## src/design/tclp_pkg.sv

```systemverilog
// Shared constants and controller/datapath interface types of the line plotter.
// No dependencies.
package tclp_pkg;

   localparam int COORD_W   = 7;
   localparam int FRAC_BITS = 12;
   localparam int QUO_W     = COORD_W + FRAC_BITS;
   localparam int ACC_W     = QUO_W + 3;
   localparam int DIV_CNT_W = 5;
   localparam int PAD_ORIGIN = 16;
   localparam int DEF_COLS  = 64;
   localparam int DEF_ROWS  = 64;

   localparam logic [1:0] KIND_PAINT = 2'd0;
   localparam logic [1:0] KIND_END   = 2'd1;
   localparam logic [1:0] KIND_PEN   = 2'd2;

   localparam logic CMD_TOUCH  = 1'b0;
   localparam logic CMD_BUTTON = 1'b1;

   typedef struct packed {
      logic load;
      logic clr_step;
      logic stroke_clr;
      logic line_init;
      logic div_step;
      logic line_start;
      logic advance;
      logic rd_first;
      logic rd_line;
      logic paint_first;
      logic paint_line;
      logic emit_end;
      logic emit_pen;
   } ctrl_cmd_type;

   typedef struct packed {
      logic clr_done;
      logic is_btn;
      logic toggle;
      logic in_pad;
      logic stroke;
      logic same_cell;
      logic div_done;
      logic at_end;
      logic plot_ok;
      logic differs;
      logic out_free;
   } dp_status_type;

endpackage

```

## src/design/tclp_datapath.sv

```systemverilog
// Datapath of the line plotter: pad mapping, serial divider, DDA stepper,
// canvas access and the result register. Depends on tclp_pkg.
module tclp_datapath import tclp_pkg::*; #(
   parameter int COLS = DEF_COLS,
   parameter int ROWS = DEF_ROWS,
   parameter int AW   = $clog2(COLS * ROWS)
) (
   input  logic          clock,
   input  logic          reset,
   input  logic          req_cmd,
   input  logic          req_touched,
   input  logic [7:0]    req_touch_x,
   input  logic [7:0]    req_touch_y,
   input  logic          req_button,
   input  logic          req_press,
   input  ctrl_cmd_type  cmd,
   output dp_status_type status,
   output logic          ram_wr_en,
   output logic [AW-1:0] ram_wr_addr,
   output logic          ram_wr_data,
   output logic          ram_rd_en,
   output logic [AW-1:0] ram_rd_addr,
   input  logic          ram_rd_data,
   output logic          rsp_valid,
   input  logic          rsp_ready,
   output logic [1:0]    rsp_kind,
   output logic [5:0]    rsp_cell_x,
   output logic [5:0]    rsp_cell_y,
   output logic          rsp_pen_value,
   output logic          rsp_last_result
);

   localparam int DEPTH = COLS * ROWS;

   // Latched request.
   logic       cmd_ff, touched_ff, button_ff, press_ff;
   logic [7:0] tx_ff, ty_ff;

   // Architectural state.
   logic               pen_ff, stroke_ff;
   logic [COORD_W-1:0] last_col_ff, last_row_ff;

   // Line setup and divider.
   logic                 xmaj_ff, step_neg_ff, slope_neg_ff;
   logic [COORD_W-1:0]   c_ff, c_end_ff, minor0_ff, den_ff;
   logic [QUO_W-1:0]     num_ff, quo_ff;
   logic [COORD_W:0]     rem_ff;
   logic [DIV_CNT_W-1:0] div_cnt_ff;
   logic signed [ACC_W-1:0] acc_ff, slope_ff;

   // Cell under test and clearing sweep.
   logic [COORD_W-1:0] px_ff, py_ff;
   logic [AW-1:0]      addr_ff, clr_ff;

   // Result register.
   logic       rsp_valid_ff, rsp_pen_ff, rsp_last_ff;
   logic [1:0] rsp_kind_ff;
   logic [5:0] rsp_x_ff, rsp_y_ff;

   logic [8:0]         vx, vy, px9, py9;
   logic               in_x, in_y;
   logic [COORD_W-1:0] nx, ny, x0, y0, dx, dy;
   logic [COORD_W:0]   rem_sh;
   logic               ge;
   logic signed [ACC_W-1:0] q_ext, slope_v, minor_ext;
   logic [AW-1:0]      plot_addr, first_addr;
   logic               emit;

   // Pad mapping: cell = (raw - 16) >> 1 inside the pad.
   always_comb begin
      vx   = {1'b0, tx_ff} - 9'(PAD_ORIGIN);
      vy   = {1'b0, ty_ff} - 9'(PAD_ORIGIN);
      in_x = (tx_ff >= 8'(PAD_ORIGIN)) && (vx < 9'(2 * COLS));
      in_y = (ty_ff >= 8'(PAD_ORIGIN)) && (vy < 9'(2 * ROWS));
      nx   = vx[COORD_W:1];
      ny   = vy[COORD_W:1];
   end

   always_comb begin
      x0 = last_col_ff;
      y0 = last_row_ff;
      dx = (nx >= x0) ? nx - x0 : x0 - nx;
      dy = (ny >= y0) ? ny - y0 : y0 - ny;
   end

   // One restoring division step per cycle.
   always_comb begin
      rem_sh = {rem_ff[COORD_W-1:0], num_ff[QUO_W-1]};
      ge     = rem_sh >= {1'b0, den_ff};
   end

   always_comb begin
      q_ext     = ACC_W'($signed({3'b000, quo_ff}));
      slope_v   = slope_neg_ff ? -q_ext : q_ext;
      minor_ext = $signed({3'b000, minor0_ff, {FRAC_BITS{1'b0}}});
   end

   // Cell on the current DDA step.
   always_comb begin
      px9        = xmaj_ff ? {2'b00, c_ff} : acc_ff[ACC_W-2:FRAC_BITS];
      py9        = xmaj_ff ? acc_ff[ACC_W-2:FRAC_BITS] : {2'b00, c_ff};
      plot_addr  = AW'(px9[COORD_W-1:0] * ROWS + py9[COORD_W-1:0]);
      first_addr = AW'(nx * ROWS + ny);
   end

   assign emit = cmd.paint_first | cmd.paint_line | cmd.emit_end | cmd.emit_pen;

   always_comb begin
      status.clr_done  = clr_ff == AW'(DEPTH - 1);
      status.is_btn    = cmd_ff == CMD_BUTTON;
      status.toggle    = press_ff && (pen_ff != button_ff);
      status.in_pad    = touched_ff && in_x && in_y;
      status.stroke    = stroke_ff;
      status.same_cell = (nx == x0) && (ny == y0);
      status.div_done  = div_cnt_ff == DIV_CNT_W'(QUO_W);
      status.at_end    = c_ff == c_end_ff;
      status.plot_ok   = !acc_ff[ACC_W-1] && (px9 < 9'(COLS)) && (py9 < 9'(ROWS));
      status.differs   = ram_rd_data != pen_ff;
      status.out_free  = !rsp_valid_ff || rsp_ready;
   end

   always_comb begin
      ram_rd_en   = cmd.rd_first | cmd.rd_line;
      ram_rd_addr = cmd.rd_line ? plot_addr : first_addr;
      ram_wr_en   = cmd.clr_step | cmd.paint_first | cmd.paint_line;
      ram_wr_addr = cmd.clr_step ? clr_ff : addr_ff;
      ram_wr_data = cmd.clr_step ? 1'b0 : pen_ff;
   end

   // Payload registers.
   always_ff @(posedge clock) begin
      if (cmd.load) begin
         cmd_ff     <= req_cmd;
         touched_ff <= req_touched;
         tx_ff      <= req_touch_x;
         ty_ff      <= req_touch_y;
         button_ff  <= req_button;
         press_ff   <= req_press;
      end
      if (cmd.line_init) begin
         xmaj_ff    <= dx > dy;
         num_ff     <= {((dx > dy) ? dy : dx), {FRAC_BITS{1'b0}}};
         rem_ff     <= '0;
         quo_ff     <= '0;
         div_cnt_ff <= '0;
         if (dx > dy) begin
            den_ff       <= dx;
            slope_neg_ff <= ny < y0;
            step_neg_ff  <= nx < x0;
            c_ff         <= x0;
            c_end_ff     <= nx;
            minor0_ff    <= y0;
         end else begin
            den_ff       <= dy;
            slope_neg_ff <= nx < x0;
            step_neg_ff  <= ny < y0;
            c_ff         <= y0;
            c_end_ff     <= ny;
            minor0_ff    <= x0;
         end
      end
      if (cmd.div_step) begin
         rem_ff     <= ge ? rem_sh - {1'b0, den_ff} : rem_sh;
         quo_ff     <= {quo_ff[QUO_W-2:0], ge};
         num_ff     <= {num_ff[QUO_W-2:0], 1'b0};
         div_cnt_ff <= div_cnt_ff + 1'b1;
      end
      if (cmd.line_start) begin
         acc_ff   <= minor_ext + slope_v;
         slope_ff <= slope_v;
         c_ff     <= step_neg_ff ? c_ff - 1'b1 : c_ff + 1'b1;
      end
      if (cmd.advance) begin
         acc_ff <= acc_ff + slope_ff;
         c_ff   <= step_neg_ff ? c_ff - 1'b1 : c_ff + 1'b1;
      end
      if (cmd.rd_first) begin
         addr_ff <= first_addr;
         px_ff   <= nx;
         py_ff   <= ny;
      end
      if (cmd.rd_line) begin
         addr_ff <= plot_addr;
         px_ff   <= px9[COORD_W-1:0];
         py_ff   <= py9[COORD_W-1:0];
      end
      if (emit) begin
         rsp_kind_ff <= cmd.emit_pen ? KIND_PEN : (cmd.emit_end ? KIND_END : KIND_PAINT);
         rsp_pen_ff  <= cmd.emit_pen ? ~pen_ff : pen_ff;
         rsp_last_ff <= ~cmd.paint_line;
         if (cmd.emit_pen) begin
            rsp_x_ff <= '0;
            rsp_y_ff <= '0;
         end else if (cmd.emit_end) begin
            rsp_x_ff <= last_col_ff[5:0];
            rsp_y_ff <= last_row_ff[5:0];
         end else begin
            rsp_x_ff <= px_ff[5:0];
            rsp_y_ff <= py_ff[5:0];
         end
      end
   end

   // Control state.
   always_ff @(posedge clock) begin
      if (reset) begin
         pen_ff       <= 1'b1;
         stroke_ff    <= 1'b0;
         last_col_ff  <= '0;
         last_row_ff  <= '0;
         clr_ff       <= '0;
         rsp_valid_ff <= 1'b0;
      end else begin
         if (cmd.clr_step) begin
            clr_ff <= clr_ff + 1'b1;
         end
         if (cmd.stroke_clr) begin
            stroke_ff <= 1'b0;
         end
         if (cmd.line_init) begin
            last_col_ff <= nx;
            last_row_ff <= ny;
         end
         if (cmd.paint_first) begin
            stroke_ff   <= 1'b1;
            last_col_ff <= px_ff;
            last_row_ff <= py_ff;
         end
         if (cmd.emit_pen) begin
            pen_ff <= ~pen_ff;
         end
         if (emit) begin
            rsp_valid_ff <= 1'b1;
         end else if (rsp_ready) begin
            rsp_valid_ff <= 1'b0;
         end
      end
   end

   assign rsp_valid       = rsp_valid_ff;
   assign rsp_kind        = rsp_kind_ff;
   assign rsp_cell_x      = rsp_x_ff;
   assign rsp_cell_y      = rsp_y_ff;
   assign rsp_pen_value   = rsp_pen_ff;
   assign rsp_last_result = rsp_last_ff;

endmodule

```

## config.mk

```make
export PLATFORM = sky130hd
export DESIGN_NAME = tclp_datapath
export DESIGN_NICKNAME = d
export VERILOG_FILES = /design/src/design/tclp_pkg.sv /design/src/design/tclp_datapath.sv
export SDC_FILE = /design/constraint.sdc
export NUM_CORES = 1
export LEC_CHECK = 0
export BUFFER_PORTS_ARGS = -buffer_cell sky130_fd_sc_hd__buf_2
export CAP_MARGIN = 40
export CORE_ASPECT_RATIO = 1.75
export CORE_MARGIN = 2
export CORE_UTILIZATION = 55
export CTS_CLUSTER_DIAMETER = 30
export DETAILED_ROUTE_END_ITERATION = 7
export PLACE_DENSITY_LB_ADDON = 0.08
export SLEW_MARGIN = 20
export SYNTH_ARGS = -nofsm -noshare
export SYNTH_HDL_FRONTEND = slang
export SYNTH_SLANG_ARGS = --single-unit
```

## constraint.sdc

```tcl
create_clock -name clock -period 4.8 [get_ports clock]
set_input_delay 0.72 -clock clock [delete_from_list [all_inputs] [get_ports clock]]
set_output_delay 0.72 -clock clock [all_outputs]
set_load 0.03 [all_outputs]
```

==> flow_summary.toml <==
[outcome]
run_status = "completed"

[global_route]
grt_pass1_vias = 8739
grt_overflow = 0
grt_pass1_wl_um = 44900
antenna_found_initial = 0
grt_max_degree = 47
track_usage_pct = 26.6

[pwr]
p_int_mw = 5.71
switching_share_pct = 39.9
cellLeakagePower_nw = 5.82
cellPowerDensity_nw_per_um2 = 703
combinationalPowerShare_pct = 53.2
vdd_drop_max_mv = 0.366
switchingPower_mw = 3.79
finalPower_mw = 9.51
clock_power_share_pct = 15.1
p_seq_share_pct = 31.7

[yosys]
synthTopCellsByArea = "edfxtp_1 42%, ha_1 8.7%, dfxtp_1 4.9%"
synth_top_cell_by_area = "edfxtp_1"
seq_area_frac_synth_pct = 47.2
synthCells = 1128
yosys-top-cells-count = "167 x edfxtp_1, 118 x nor2_1, 110 x a21oi_1, 82 x ha_1, 82 x inv_1"
ys_warn_count = 0
yosysMostFrequentCell = "edfxtp_1"
synth_area_um2 = 11900
synth_top_area_share_pct = 42.3
synth_flop_cell = "edfxtp_1"
synth_edf_count = 167
ys_ff_latch = 196
synth_fp_nets = 1255
synthDistinctLibCells = 58
synth_async_sr_flop_share_pct = 0
avgSynthCellArea_um2 = 10.5

[setup_path]
crit_chain = "inv_2 -> ha_2 -> xor2_2 -> ha_2 -> nand4_1 -> nor2_2 -> a21oi_4 -> mux2i_1 -> o21ai_0 -> a221oi_2 -> xor2_1 -> inv_1 -> ha_1 -> and4_4 -> o21ai_1 -> a21o_1 -> o221a_2 -> buf_12 -> buf_4 -> nand2_1 -> o21ai_0"
slowest_delay_ps = 490
startpoint_type = "register"
r2r-start = "tx_ff[4]"
cp.arrival_ps = 4770
rr_worst_depth = 21
cp_slowest_cell = "edfxtp_1"
crit_type = "register to register"
cp.required_ps = 4990
worst_setup_path_end_kind = "register"
r2r-end = "c_end_ff[2]"
startpoint = "tx_ff[4]"
path_max_fanout = 20
rrSetupSlack_ps = 220

[cts]
h-tree-depth = 4
numCtsBuffers = 17
clock_latency_ps = 450
clk_pin_slew_ps = 70
ctsHoldBuffers = 0
cts_tree = "built"
cts_sinks = 196
cts.path.max_buffers = 2
cts_root_buf = "clkbuf_16"

[timing]
fin_crit_ps = 4580
slew_headroom_pct = 53.2
fin_skew_ps = 8.43
fin_tns_setup_ps = 0
period_share_pct = 95.4
hold_viol = 0
finalMaxSlewViolations = 0
setup_viol = 0
tightest_slew_ps = 702
max_freq_mhz = 218

[route]
ant_nets = 0
routed_wl_um = 28900
num_vias = 8643
viasPerCell = 5.71
drc = 0
routedWlPerCell_um = 19.1
drt_iter0_markers = 398
dr.pass1.iters = 5

[cells_and_area]
nets = 1374
n_antenna_cell = 0
drive_gt1_share_pct = 17.7
syn2layout_area_growth_pct = 14.1

[floorplan]
io_pins = 92
std_cell_rows = 71
die-area_um2 = 22800
die_w_um = 115
start_util_pct = 55.6
core-area_um2 = 21300
die-height_um = 198

[placement]
io_buffers = 89
place.detailed.hpwl_um = 22100
place.gp.congestion = 0.914

[hold_path]
min_path_cells = 1
hold_path_class = "input port to register"
whs_endpoint = "button_ff"
min_from = "req_button"

[run]
max_cap_violations = 0
-- registers in the layout, summed over array words and instances (netlist names), 2 cells and up --
signal	flops
clr_ff	12
rsp_cell_x	6
px_ff	7
py_ff	7
c_end_ff	7
rem_ff	7
tx_ff	7
rsp_kind	2
addr_ff	6
last_row_ff	7
acc_ff	22
slope_ff	22
last_col_ff	7
den_ff	7
ty_ff	7
c_ff	7
minor0_ff	7
num_ff	7
rsp_cell_y	6
div_cnt_ff	5
quo_ff	19
-- power groups by stage --
| stage | clock [mW] | sequential, mW | combinational [mW] |
|---|---|---|---|
| finish | 1.43 | 3.02 | 5.06 |
| floorplan | 0 | 2.90 | 3.84 |
| global route | 1.51 | 3.08 | 5.65 |
| global placement | 0 | 3.03 | 4.86 |
| CTS | 1.46 | 3.02 | 5.01 |
| detailed placement | 0 | 3.05 | 4.98 |
-- worst max-delay path: cells and delay by family, from the launching register on --
kind / cells / cell delay (ps)
muxes: 1 / 240
DFF: 1 / 490
xor gates and xnor gates: 2 / 390
AOI/OAI and AO/OA: 7 / 1250
buffers and inverters: 4 / 590
adders and majority gates: 3 / 830
and+or+nand+nor: 4 / 520
-- through the flow --
step / instances / hold slack (ps) / setup WS (ps) / instance area [um2] / utilization [%]
floorplan: 1128 / 453 / 129 / 11900 / -
global placement: 1471 / 462 / 124 / 12700 / 59.8
detailed placement: 1475 / 476 / 4.93 / 12800 / 60.0
CTS: 1505 / 425 / 9.12 / 13400 / 62.7
global route: 1513 / 431 / -14.1 / 13500 / 63.4
finish: 1513 / 444 / 219 / 13500 / 63.4
-- layer usage --
metal | GRT usage, % | vias to the layer above | wire length [um]
li1 | - | 4225 | -
met1 | 26.3 | 4106 | 10100
met2 | 49.0 | 212 | 15700
met3 | 3.92 | 100 | 814
met4 | 19.3 | 0 | 2320
met5 | 0 | - | 0
-- cell families after synthesis --
logic type / synth area share (%)
AO/OA/AOI/OAI: 11.9
XOR/XNOR: 6.94
adder cells (fa/ha/maj): 10.0
buffers and inverters: 4.37
flip-flops: 47.2
multiplexers: 7.56
AND/OR/NAND/NOR: 12.0
-- area by class of cell --
| type | instances | area, um2 |
|---|---|---|
| inverter | 82 | 308 |
| sequential | 196 | 5600 |
| timing repair buffer | 144 | 903 |
| tap | 255 | 319 |
| clock inverter | 10 | 134 |
| clock buffer | 20 | 437 |
| fill | 1789 | 7800 |
| multi-input combinational | 806 | 5820 |
-- cells in the final DEF (no fill, tap or decap), drive strengths merged, types with 10 or more instances in the layout --
master / synthesis / layout
dfxtp: 29 / 29
nor3: 10 / 10
ha: 82 / 82
buf: 16 / 144
nand2: 61 / 61
o21ai: 56 / 56
clkbuf: 28 / 20
nor2: 119 / 119
nand2b: 10 / 10
edfxtp: 167 / 167
or3: 12 / 12
mux2i: 58 / 58
xnor2: 54 / 54
a21oi: 112 / 112
and2: 25 / 25
a211oi: 11 / 11
a21o: 23 / 23
nand3: 16 / 16
nor2b: 17 / 17
xor2: 39 / 39
mux2: 27 / 27
o21bai: 12 / 12
inv: 82 / 83
-- how the worst max path moves through the flow --
stage	endpoint	slack, ps	cells past startpoint
after floorplan	slope_neg_ff	130	20
after global placement	minor0_ff[2]	120	21
after detailed placement	c_end_ff[2]	5	20
after CTS	c_end_ff[2]	9	21
after global routing	c_end_ff[5]	-10	21
final	c_end_ff[2]	220	21
-- repair_timing --
action                                  4_1_cts  5_1_grt
endpoints found under the setup margin        0       36
gates resized for setup                       0       19
buffers inserted                              0        8
No activity file was read; power rests on OpenSTA's default activity.
