<file path="config.mk">
export PLATFORM = sky130hd
export DESIGN_NAME = tclp_ctrl
export DESIGN_NICKNAME = d
export VERILOG_FILES = /design/src/design/tclp_pkg.sv /design/src/design/tclp_ctrl.sv
export SDC_FILE = /design/constraint.sdc
export NUM_CORES = 1
export LEC_CHECK = 0
export BUFFER_PORTS_ARGS = -buffer_cell sky130_fd_sc_hd__buf_2
export CORE_AREA = 2 2 39 41
export CTS_CLUSTER_SIZE = 12
export DETAILED_ROUTE_END_ITERATION = 10
export DIE_AREA = 0 0 41 43
export GPL_TIMING_DRIVEN = 0
export PLACE_DENSITY_LB_ADDON = 0.08
export SLEW_MARGIN = 20
export SYNTH_ARGS = -nofsm -noshare
export SYNTH_HDL_FRONTEND = slang
export SYNTH_SLANG_ARGS = --single-unit
export TNS_END_PERCENT = 100
</file>
<file path="constraint.sdc">
create_clock -name clock -period 4.25 [get_ports clock]
set_clock_uncertainty 0.2 [all_clocks]
set_input_delay 0.2125 -clock clock [delete_from_list [all_inputs] [get_ports clock]]
set_output_delay 0.2125 -clock clock [all_outputs]
set_load 0.02 [all_outputs]
</file>
<file path="src/design/tclp_pkg.sv">
// Shared constants and controller/datapath interface types of the line plotter.
// No dependencies.
package tclp_pkg;

   localparam int COORD_W   = 7;
   localparam int FRAC_BITS = 12;
   localparam int QUO_W     = COORD_W + FRAC_BITS;
   localparam int ACC_W     = QUO_W + 3;
   localparam int DIV_CNT_W = 5;
   localparam int PAD_ORIGIN = 16;
   localparam int DEF_COLS  = 64;
   localparam int DEF_ROWS  = 64;

   localparam logic [1:0] KIND_PAINT = 2'd0;
   localparam logic [1:0] KIND_END   = 2'd1;
   localparam logic [1:0] KIND_PEN   = 2'd2;

   localparam logic CMD_TOUCH  = 1'b0;
   localparam logic CMD_BUTTON = 1'b1;

   typedef struct packed {
      logic load;
      logic clr_step;
      logic stroke_clr;
      logic line_init;
      logic div_step;
      logic line_start;
      logic advance;
      logic rd_first;
      logic rd_line;
      logic paint_first;
      logic paint_line;
      logic emit_end;
      logic emit_pen;
   } ctrl_cmd_type;

   typedef struct packed {
      logic clr_done;
      logic is_btn;
      logic toggle;
      logic in_pad;
      logic stroke;
      logic same_cell;
      logic div_done;
      logic at_end;
      logic plot_ok;
      logic differs;
      logic out_free;
   } dp_status_type;

endpackage

</file>
<file path="src/design/tclp_ctrl.sv">
// Controller state machine of the line plotter: sequences clearing, decoding,
// division and the cell walk. Depends on tclp_pkg.
module tclp_ctrl import tclp_pkg::*; (
   input  logic          clock,
   input  logic          reset,
   input  logic          req_valid,
   output logic          req_ready,
   input  dp_status_type status,
   output ctrl_cmd_type  cmd
);

   typedef enum logic [3:0] {
      S_CLEAR,
      S_IDLE,
      S_DISPATCH,
      S_PEN,
      S_FIRST_RD,
      S_FIRST_CHK,
      S_DIV,
      S_LINE_TOP,
      S_LINE_CHK,
      S_END
   } state_type;

   state_type state_ff, state_in;

   always_comb begin
      cmd       = '0;
      state_in  = state_ff;
      req_ready = state_ff == S_IDLE;
      unique case (state_ff)
         S_CLEAR: begin
            cmd.clr_step = 1'b1;
            if (status.clr_done) state_in = S_IDLE;
         end
         S_IDLE: begin
            if (req_valid) begin
               cmd.load = 1'b1;
               state_in = S_DISPATCH;
            end
         end
         S_DISPATCH: begin
            if (status.is_btn) begin
               state_in = status.toggle ? S_PEN : S_IDLE;
            end else if (status.stroke) begin
               if (!status.in_pad) begin
                  cmd.stroke_clr = 1'b1;
                  state_in       = S_IDLE;
               end else begin
                  cmd.line_init = 1'b1;
                  state_in      = status.same_cell ? S_IDLE : S_DIV;
               end
            end else begin
               state_in = status.in_pad ? S_FIRST_RD : S_IDLE;
            end
         end
         S_PEN: begin
            if (status.out_free) begin
               cmd.emit_pen = 1'b1;
               state_in     = S_IDLE;
            end
         end
         S_FIRST_RD: begin
            cmd.rd_first = 1'b1;
            state_in     = S_FIRST_CHK;
         end
         S_FIRST_CHK: begin
            if (!status.differs) begin
               state_in = S_IDLE;
            end else if (status.out_free) begin
               cmd.paint_first = 1'b1;
               state_in        = S_IDLE;
            end
         end
         S_DIV: begin
            if (status.div_done) begin
               cmd.line_start = 1'b1;
               state_in       = S_LINE_TOP;
            end else begin
               cmd.div_step = 1'b1;
            end
         end
         S_LINE_TOP: begin
            if (status.at_end) begin
               state_in = S_END;
            end else if (status.plot_ok) begin
               cmd.rd_line = 1'b1;
               state_in    = S_LINE_CHK;
            end else begin
               cmd.advance = 1'b1;
            end
         end
         S_LINE_CHK: begin
            if (!status.differs) begin
               cmd.advance = 1'b1;
               state_in    = S_LINE_TOP;
            end else if (status.out_free) begin
               cmd.paint_line = 1'b1;
               cmd.advance    = 1'b1;
               state_in       = S_LINE_TOP;
            end
         end
         S_END: begin
            if (status.out_free) begin
               cmd.emit_end = 1'b1;
               state_in     = S_IDLE;
            end
         end
         default: state_in = S_IDLE;
      endcase
   end

   always_ff @(posedge clock) begin
      if (reset) begin
         state_ff <= S_CLEAR;
      end else begin
         state_ff <= state_in;
      end
   end

endmodule

</file>
==> results of run 1 <==
cells in the mapped netlist, types with 2 or more instances:
cell and count:
a21oi_1 6, nand2_1 6, buf_2 5, nor3_1 5
o31ai_1 5, dfxtp_1 4, and2_1 3, inv_1 3
nand2b_1 3, nor2b_1 3, nor4_1 3, mux2i_1 2
nand3_1 2, nor2_1 2, nor3b_1 2, nor4b_1 2
or3b_1 2, or4bb_1 2
critical path, stage by stage, from the launching register on:
cell,delay [ns]
dfxtp_1,0.29
buf_6,0.13
or3b_4,0.38
nor4b_2,0.24
nor2b_1,0.15
buf_2,0.17
metal layers:
metal / GRT usage / part of all wire
met1: 0.248 / 0.46
met2: 0.303 / 0.50
met3: 0 / 0.036
met4: 0.0800 / 0
met5: 0 / 0
power by group through the flow:
stage / clock network, mW / logic, mW / registers, mW
after global routing: 0.0485 / 0.0562 / 0.0400
after global placement: 0 / 0.0507 / 0.0406
after floorplan: 0 / 0.0341 / 0.0404
after detailed placement: 0 / 0.0515 / 0.0405
final: 0.0447 / 0.0521 / 0.0400
after CTS: 0.0475 / 0.0523 / 0.0400
how the worst max path moves through the flow:
stage	startpoint	to	slack (ns)
2_1_floorplan	state_ff[3]	cmd[6]	2.42
3_3_place_gp	state_ff[0]	cmd[10]	2.49
3_5_place_dp	state_ff[0]	cmd[10]	2.48
4_1_cts	state_ff[0]	cmd[10]	2.22
5_1_grt	state_ff[0]	cmd[10]	2.14
6_report	state_ff[0]	cmd[10]	2.24
repair_timing:
action | 4_1_cts | 5_1_grt
hold endpoints to repair | 4 | 0
setup endpoints to repair | 0 | 0
hold buffers | 1 | 0
cell type report:
cell class | count | area, µm²
plain buffers | 6 | 36.3
clock buffers | 3 | 22.5
fillers | 149 | 636
inverters | 3 | 11.3
multi-input cells | 60 | 433
flip-flops and latches | 4 | 80.1
well taps | 16 | 20.0
repair buffers | 28 | 145
per-stage QoR:
step | instance area [µm²] | worst slack, ns | total power [mW]
CTS | 748 | 2.22 | 0.140
floorplan | 561 | 2.42 | 0.0745
finish | 748 | 2.24 | 0.137
global route | 748 | 2.14 | 0.145
detailed placement | 716 | 2.48 | 0.0920
global placement | 716 | 2.49 | 0.0913
kinds of logic (layout without fill, tap and decap cells):
logic type             count (synthesis)  count (layout)  share of synthesized area
flip-flops                             4               4                      0.143
buffers and inverters                  9              40                     0.0848
multiplexers                           2               2                     0.0357
AO/OA/AOI/OAI                         17              17                      0.243
AND/OR/NAND/NOR                       41              41                      0.493
==> run summary, run 1 <==
Status = finished, final reports clean
Leading cell type in the layout, fill and taps excluded = buf_2
Initial DRC Count = 15
Largest Register = state_ff
Reg2reg setup slack = 2.63 ns
Max frequency = 499 MHz
# IOs = 28
R2R Path End = state_ff[0]
DR WL/cell = 12.4 µm
Int Power = 0.0923 mW
Synth area leader = dfxtp_1
Worst rel slew slack = 0.802
Hold_ws = 0.196 ns
Mapped Area = 561 µm²
Final wirelength = 1490 µm
Non-Filler Instances = 120
Most frequent cells in the layout = buf_2 (32), nand2_1 (6), a21oi_1 (6)
Max VDD drop = 0.135 mV
Worst Hold Path EP = state_ff[3]
Worst-path maximum fanout = 10
Max-capacitance violation count = 0
Switch Pwr = 0.0444 mW
DRC = 0
Post-placement cell count = 116
Worst hold-check path type = input pin to flip-flop
Pwr per Cell Area = 183 mW/mm²
Avg Synthesized Cell Area = 7.68 µm²
Die X = 41 µm
# diodes = 0
# setup viols final = 0
Worst-margin pin slew = 0.294 ns
Max reg flops = 4
Final #Nets = 120
Core area = 0.00138 mm²
IO buf count = 27
CTS root buf = clkbuf_4
Post-synthesis sequential area ratio = 0.143
Finished Core Util = 0.541
Seq pwr share = 0.292
Clock share of power = 0.327
Most used DFF post-synth = dfxtp_1
EDFF count, synth = 0
Crit Path Class = flip-flop to output pin
Switching share of power = 0.325
Gpl congestion = 0.781
Hpwl dp = 1180 µm
Via count = 653
Largest net degree at the start of global routing = 11
Die height = 43 µm
Distinct cells, synth = 31
FF-to-FF Start = state_ff[3]
CTS tree = yes
Deepest clock path buffer count = 2
Syn-to-layout area delta = 33.5%
Setup TNS = 0 ns
Setup crit end kind = output pin
Top cell type's share of synthesized area = 0.143
Remaining Overflow, GRT = 0
Syn_nets = 87
Tcrit/Tclk final = 0.472
Die footprint = 0.00176 mm²
Worst R2R Path Depth = 5
Post-CTS Resized = 0
Post-synth ARST share = 0
Drt via density = 5.44
Fraction of layout cells with a size suffix above 1 = 0.413
Rows = 14
Required @ worst endpoint = 3.84 ns
TritonCTS Buffers = 3
Lkg Pwr = 0.338 nW
Worst-Skew Late Latency = 0.23 ns
Warnings, synthesis = 0
Ranking of synthesized cells by area = dfxtp_1 (14%), o31ai_1 (6.7%), a21oi_1 (5.4%)
Hold path start = status[0]
First-pass iteration count of the detailed router = 4
Comb power frac = 0.381
Post-route ant nets = 0
Global-route wire length before repair = 2300 µm
Initial antenna violation count = 0
Min Tclk post-route = 2.01 ns
Biggest regs = state_ff: 4 flops
Final hold violations = 0
Setup repair bufs after CTS = 0
GRT Resource Usage Total = 0.187
H-tree levels = 1
Synth Register Bits = 4
CP arrival = 1.59 ns
Vias in the first global route = 534
Post-Syn Instances = 73
Clk slew on worst S/H paths = 0.03 ns
Max Slew Vio Count = 0
Initial Utilization = 0.405
Worst hold stages = 4
CP startpoint kind = flip-flop
RSZ-0062 raised after global routing = false
Num Clock Sinks = 4
Power figures use the tool's default switching activity.
==> run 2: changes to the inputs <==
ABC_AREA = 1   (was unset)
CORE_AREA = unset   (was 2 2 39 41)
CORE_MARGIN = 2   (was unset)
CORE_UTILIZATION = 40   (was unset)
DIE_AREA = unset   (was 0 0 41 43)
clock period = 1.75 ns   (was 4.25 ns; I/O delays follow)
==> run summary, run 2 <==
Status = finished, final reports clean (unchanged)
Vias in the first global route = 628 (was 534)
Simple-gate share of the synthesized area = 0.689 (was 0.493)
Int Power = 0.300 mW (was 0.0923 mW)
Remaining Overflow, GRT = 0 (unchanged)
Synth area leader = nand2_1 (was dfxtp_1)
Top cell type's share of synthesized area = 0.177 (was 0.143)
Die footprint = 0.00175 mm² (was 0.00176 mm²)
Via count = 738 (was 653)
H-tree levels = 1 (unchanged)
Warnings, synthesis = 0 (unchanged)
EDFF count, synth = 0 (unchanged)
Met2 usage = 0.303 (unchanged)
Hold_ws = 0.0886 ns (was 0.196 ns)
Non-Filler Instances = 152 (was 120)
Fraction of layout cells with a size suffix above 1 = 0.423 (was 0.413)
Mapped Area = 572 µm² (was 561 µm²)
Ranking of synthesized cells by area = nand2_1 (18%), dfxtp_1 (14%), nor2_1 (11%) (was dfxtp_1 (14%), o31ai_1 (6.7%), a21oi_1 (5.4%))
Storage cell area = 85.1 µm² (was 80.1 µm²)
Max-capacitance violation count = 0 (unchanged)
Worst rel slew slack = 0.837 (was 0.802)
Setup crit end kind = output pin (unchanged)
Worst hold stages = 5 (was 4)
Seq pwr share = 0.251 (was 0.292)
Tcrit/Tclk final = 0.894
Post-route ant nets = 0 (unchanged)
Final hold violations = 0 (unchanged)
Slowest cell delay on critical path = 0.42 ns (was 0.38 ns)
Reg2reg setup slack = 0.29 ns (was 2.63 ns)
M1 GR Usage = 0.210 (was 0.248)
Worst-path maximum fanout = 7 (was 10)
TritonCTS Buffers = 3 (unchanged)
Initial Utilization = 0.434 (was 0.405)
Post-synthesis sequential area ratio = 0.140 (was 0.143)
Layer with the highest usage = met2 (unchanged)
Worst hold-check path type = input pin to flip-flop (unchanged)
Rows = 13 (was 14)
RSZ-0062 raised after global routing = false (unchanged)
Hold path start = status[1] (was status[0])
Post-synth ARST share = 0 (unchanged)
CTS tree = yes (unchanged)
R2R Path End = state_ff[0] (unchanged)
Crit Path Class = flip-flop to output pin (unchanged)
# IOs = 28 (unchanged)
Die X = 41.8 µm (was 41 µm)
Max Slew Vio Count = 0 (unchanged)
GRT Resource Usage Total = 0.176 (was 0.187)
Final wirelength = 1470 µm (was 1490 µm)
Most frequent cells in the layout = nand2_1 (27), buf_2 (27), nor2_1 (17) (was buf_2 (32), nand2_1 (6), a21oi_1 (6))
Pwr per Cell Area = 729 mW/mm² (was 183 mW/mm²)
Drt via density = 4.86 (was 5.44)
CP startpoint kind = flip-flop (unchanged)
CP arrival = 1.28 ns (was 1.59 ns)
Filler cells = 152 (was 149)
Die height = 41.8 µm (was 43 µm)
FF-to-FF Start = state_ff[2] (was state_ff[3])
Biggest regs = state_ff: 4 flops (unchanged)
Comb power frac = 0.556 (was 0.381)
Synthesized-area fraction occupied by adder cells = 0 (unchanged)
Lkg Pwr = 0.458 nW (was 0.338 nW)
Synth Register Bits = 4 (unchanged)
Distinct cells, synth = 17 (was 31)
Post-Syn Instances = 105 (was 73)
Switch Pwr = 0.267 mW (was 0.0444 mW)
Met3 GRT Util = 0.0304 (was 0)
Largest Register = state_ff (unchanged)
DRC = 0 (unchanged)
Worst-Skew Late Latency = 0.23 ns (about the same)
DR WL/cell = 9.68 µm (was 12.4 µm)
Global-route wire length before repair = 2440 µm (was 2300 µm)
Switching share of power = 0.470 (was 0.325)
Most used DFF post-synth = dfxtp_1 (unchanged)
Top cells by count, synth = nand2_1 (27), nor2_1 (17), inv_1 (13) (was a21oi_1 (6), nand2_1 (6), buf_2 (5), nor3_1 (5), o31ai_1 (5))
Clock share of power = 0.194 (was 0.327)
Post-placement cell count = 147 (was 116)
Gpl congestion = 0.906 (was 0.781)
Worst-margin pin slew = 0.244 ns (was 0.294 ns)
Largest net degree at the start of global routing = 8 (was 11)
Required @ worst endpoint = 1.46 ns (was 3.84 ns)
IO buf count = 27 (unchanged)
Worst Hold Path EP = state_ff[3] (unchanged)
Area of the multi-input gates = 429 µm² (was 433 µm²)
Core area = 0.00132 mm² (was 0.00138 mm²)
Hpwl dp = 1270 µm (was 1180 µm)
Setup TNS = 0 ns (unchanged)
Syn-to-layout area delta = 36.1% (was 33.5%)
# setup viols final = 0 (unchanged)
Compound-Gate Fraction of Synth Area = 0.0525 (was 0.243)
First-pass iteration count of the detailed router = 4 (unchanged)
Final #Nets = 153 (was 120)
# diodes = 0 (unchanged)
Min Tclk post-route = 1.57 ns
Deepest clock path buffer count = 2 (unchanged)
Max VDD drop = 0.567 mV (was 0.135 mV)
CP cell instances = inv_2 -> nor2_2 -> nand2_1 -> nor3_1 -> buf_2 (was buf_6 -> or3b_4 -> nor4b_2 -> nor2b_1 -> buf_2)
Mux share of post-synthesis cell area = 0 (was 0.0357)
Clk slew on worst S/H paths = 0.03 ns (about the same)
Most common cell in the netlist = nand2_1
Synth Area in XOR/XNOR = 0 (unchanged)
Num Clock Sinks = 4 (unchanged)
Main combinational cell family by area after synthesis = simple AND/OR/NAND/NOR gates (unchanged)
Setup repair bufs after CTS = 0 (unchanged)
Initial antenna violation count = 0 (unchanged)
Max frequency = 639 MHz
Avg Synthesized Cell Area = 5.45 µm² (was 7.68 µm²)
CTS root buf = clkbuf_4 (unchanged)
Max reg flops = 4 (unchanged)
Syn_nets = 119 (was 87)
Initial DRC Count = 17 (was 15)
Critical-path top delay cell = dfxtp_2 (was or3b_4)
Worst R2R Path Depth = 9 (was 5)
## run 2: cell count changes after synthesis, sizes merged, moves of 5 or more
| cell | delta |
|---|---|
| o31ai | -5 |
| buf | -6 |
| nand2 | +26 |
| nor2 | +25 |
| nand3 | +8 |
| inv | +15 |
## run 2: power groups by stage
| stage | logic [mW] | registers [mW] | clock network [mW] |
|---|---|---|---|
| 2_1_floorplan | 0.238 | 0.133 | 0 |
| 3_3_place_gp | 0.311 | 0.139 | 0 |
| 3_5_place_dp | 0.314 | 0.140 | 0 |
| 4_1_cts | 0.318 | 0.138 | 0.115 |
| 5_1_grt | 0.346 | 0.144 | 0.126 |
| 6_report | 0.315 | 0.142 | 0.110 |
## run 2: routing by layer
metal / wire [µm] / part of all wire
met1: 655 / 0.45
met2: 706 / 0.48
met3: 96 / 0.065
met4: 13 / 0.0088
met5: 0 / 0
## run 2: layout make-up
class | instances | share of cell area
Multi-Input combinational cell | 83 | 0.551
Timing Repair Buffer | 29 | 0.199
Sequential cell | 4 | 0.109
Inverter | 18 | 0.0868
Clock buffer | 3 | 0.0289
Tap cell | 15 | 0.0241
## run 2: logic make-up (layout without fill, tap and decap cells)
group	count (synthesis)	in the layout
AOI/OAI and AO/OA	6	6
and+or+nand+nor	77	77
DFF	4	4
buffers and inverters	18	50
## run 2: worst max path at each step
| stage | start | to | slack [ns] | cells past startpoint |
|---|---|---|---|---|
| final | state_ff[0] | cmd[3] | 0.18 | 5 |
| after global routing | state_ff[2] | cmd[6] | 0.06 | 5 |
| after CTS | state_ff[3] | cmd[12] | 0.06 | 4 |
| after detailed placement | state_ff[3] | state_ff[0] | 0.23 | 8 |
| after global placement | state_ff[3] | state_ff[0] | 0.23 | 8 |
| after floorplan | state_ff[3] | cmd[10] | 0.13 | 3 |
## run 2: repair_timing
action,in CTS,in global routing
setup endpoints to repair,0,5
resized for setup,0,5
hold buffers,2,0
hold endpoints to repair,4,0
## run 2: per-stage QoR
step / cell area [µm²] / power (mW) / util / worst slack (ns)
after global routing: 778 / 0.615 / 0.591 / 0.0581
final: 778 / 0.567 / 0.591 / 0.185
after floorplan: 572 / 0.371 / - / 0.129
after detailed placement: 726 / 0.454 / 0.551 / 0.228
after CTS: 768 / 0.571 / 0.583 / 0.0618
after global placement: 726 / 0.449 / 0.551 / 0.230
## run 2: critical path, delay by kind of cell (launching register included)
family / cells / cell delay (ns)
and+or+nand+nor: 3 / 0.37
buffers and inverters: 2 / 0.26
DFF: 1 / 0.42
==> run 3: changes to the inputs <==
RECOVER_POWER = 50   (was unset)
==> run summary, run 3 (synthesis gave the netlist of run 2 again) <==
Die X = 41.8 µm (unchanged)
Syn-to-layout area delta = 35.2% (was 36.1%)
Final hold violations = 0 (unchanged)
Clk slew on worst S/H paths = 0.03 ns (about the same)
Initial antenna violation count = 0 (unchanged)
Setup crit end kind = output pin (unchanged)
Met3 GRT Util = 0.0304 (unchanged)
Final wirelength = 1460 µm (was 1470 µm)
CTS tree = yes (unchanged)
Max-capacitance violation count = 0 (unchanged)
Max reg flops = 4 (unchanged)
Hold_ws = 0.0888 ns (was 0.0886 ns)
CTS root buf = clkbuf_4 (unchanged)
CP cell instances = nor2_2 -> inv_2 -> nor2_2 -> clkbuf_1 (was inv_2 -> nor2_2 -> nand2_1 -> nor3_1 -> buf_2)
Vias in the first global route = 628 (unchanged)
WP buf/inv = 2 (unchanged)
Max frequency = 635 MHz (was 639 MHz)
IO buf count = 27 (unchanged)
Comb power frac = 0.555 (was 0.556)
Most frequent cells in the layout = nand2_1 (28), buf_2 (25), nor2_1 (17) (was nand2_1 (27), buf_2 (27), nor2_1 (17))
Worst-path maximum fanout = 7 (unchanged)
Setup repair bufs after CTS = 0 (unchanged)
Tcrit/Tclk final = 0.900 (was 0.894)
Fin worst setup slack = 0.176 ns (was 0.185 ns)
Max Slew Vio Count = 0 (unchanged)
Crit-path most repeated cell = nor2_2
Min Tclk post-route = 1.57 ns (about the same)
Gpl congestion = 0.906 (unchanged)
# diodes = 0 (unchanged)
Final #Nets = 153 (unchanged)
Largest net degree at the start of global routing = 8 (unchanged)
Max VDD drop = 0.568 mV (was 0.567 mV)
DRC = 0 (unchanged)
CP startpoint kind = flip-flop (unchanged)
Core area = 0.00132 mm² (unchanged)
Lkg Pwr = 0.450 nW (was 0.458 nW)
H-tree levels = 1 (unchanged)
Crit Path Class = flip-flop to output pin (unchanged)
DR WL/cell = 9.63 µm (was 9.68 µm)
Setup TNS = 0 ns (unchanged)
M1 GR Usage = 0.210 (unchanged)
Switching share of power = 0.470 (about the same)
CP arrival = 1.29 ns (was 1.28 ns)
Initial DRC Count = 11 (was 17)
Critical-path top delay cell = dfxtp_2 (unchanged)
Worst-Skew Late Latency = 0.23 ns (about the same)
Rows = 13 (unchanged)
Int Power = 0.300 mW (about the same)
# IOs = 28 (unchanged)
Die footprint = 0.00175 mm² (unchanged)
Num Clock Sinks = 4 (unchanged)
Die height = 41.8 µm (unchanged)
Biggest regs = state_ff: 4 flops (unchanged)
Global-route wire length before repair = 2440 µm (unchanged)
Remaining Overflow, GRT = 0 (unchanged)
Largest Register = state_ff (unchanged)
Largest delay share family, worst path = simple AND/OR/NAND/NOR gates (was flip-flops)
Clock share of power = 0.194 (about the same)
Status = finished, final reports clean (unchanged)
Required @ worst endpoint = 1.46 ns (about the same)
First-pass iteration count of the detailed router = 4 (unchanged)
Drt via density = 4.82 (was 4.86)
Post-route ant nets = 0 (unchanged)
Switch Pwr = 0.266 mW (was 0.267 mW)
Seq pwr share = 0.252 (was 0.251)
Layer with the highest usage = met2 (unchanged)
Met2 usage = 0.303 (unchanged)
# setup viols final = 0 (unchanged)
GRT Resource Usage Total = 0.176 (unchanged)
RSZ-0062 raised after global routing = false (unchanged)
TritonCTS Buffers = 3 (unchanged)
Slowest cell delay on critical path = 0.36 ns (was 0.42 ns)
Via count = 733 (was 738)
Hpwl dp = 1270 µm (unchanged)
Deepest clock path buffer count = 2 (unchanged)
Leading cell type in the layout, fill and taps excluded = nand2_1
Worst rel slew slack = 0.829 (was 0.837)
Worst hold-check path type = input pin to flip-flop (unchanged)
Fraction of layout cells with a size suffix above 1 = 0.401 (was 0.423)
Worst-margin pin slew = 0.258 ns (was 0.244 ns)
DP Worst Slack = 0.228 ns (unchanged)
Finished Core Util = 0.587 (was 0.591)
Initial Utilization = 0.434 (unchanged)
Pwr per Cell Area = 733 mW/mm² (was 729 mW/mm²)
run 3: cell count changes in the layout (fill, tap and decap cells not counted):
| cell | change |
|---|---|
| nand2_2 | -1 |
| clkbuf_1 | +2 |
| nand2_1 | +1 |
| buf_2 | -2 |
run 3: timing repair:
item,in CTS,in global routing
endpoints found under the setup margin,0,5
hold buffers,2,0
hold endpoints to repair,4,0
gates resized for setup,0,5
run 3: path summary, 6_finish.rpt:
path / cells after the start / from / end / slack (ns)
worst min-delay path: 5 / status[1] / state_ff[3] / 0.09
worst min register to register: 4 / state_ff[3] / state_ff[3] / 0.42
worst max register to register: 9 / state_ff[2] / state_ff[0] / 0.24
worst max-delay path: 4 / state_ff[0] / cmd[5] / 0.18
run 3: final cells by class:
type                    count  area, µm²
fillers                   151        544
multi-input cells          83        427
repair buffers             29        153
flip-flops and latches      4       85.1
inverters                  18       67.6
clock buffers               3       22.5
well taps                  15       18.8
run 3: metrics by stage:
step           cell area, µm²  std cells  power [mW]
2_1_floorplan             572        105       0.371
3_3_place_gp              726        147       0.449
3_5_place_dp              726        147       0.454
4_1_cts                   768        152       0.571
5_1_grt                   773        152       0.615
6_report                  773        152       0.567
run 3: metal layers:
metal,part of all wire,up-vias
li1,-,393
met3,0.064,2
met1,0.45,315
met4,0.0089,0
met5,0,-
met2,0.47,23
run 3: worst reg2reg max path, cell delays in order (launching register included):
cell and delay, ns:
dfxtp_2 0.39, inv_2 0.06, nor2_4 0.16, nand2_1 0.11
nand2_1 0.18, nor2_4 0.05, nand2_1 0.07, nand2_1 0.05
nor2_1 0.08, nor2_1 0.05
run 3: power by group through the flow:
stage	Sequential [mW]	Combinational, mW	Clock (mW)
finish	0.143	0.314	0.110
floorplan	0.133	0.238	0
detailed placement	0.140	0.314	0
CTS	0.138	0.318	0.115
global placement	0.139	0.311	0
global route	0.144	0.346	0.126
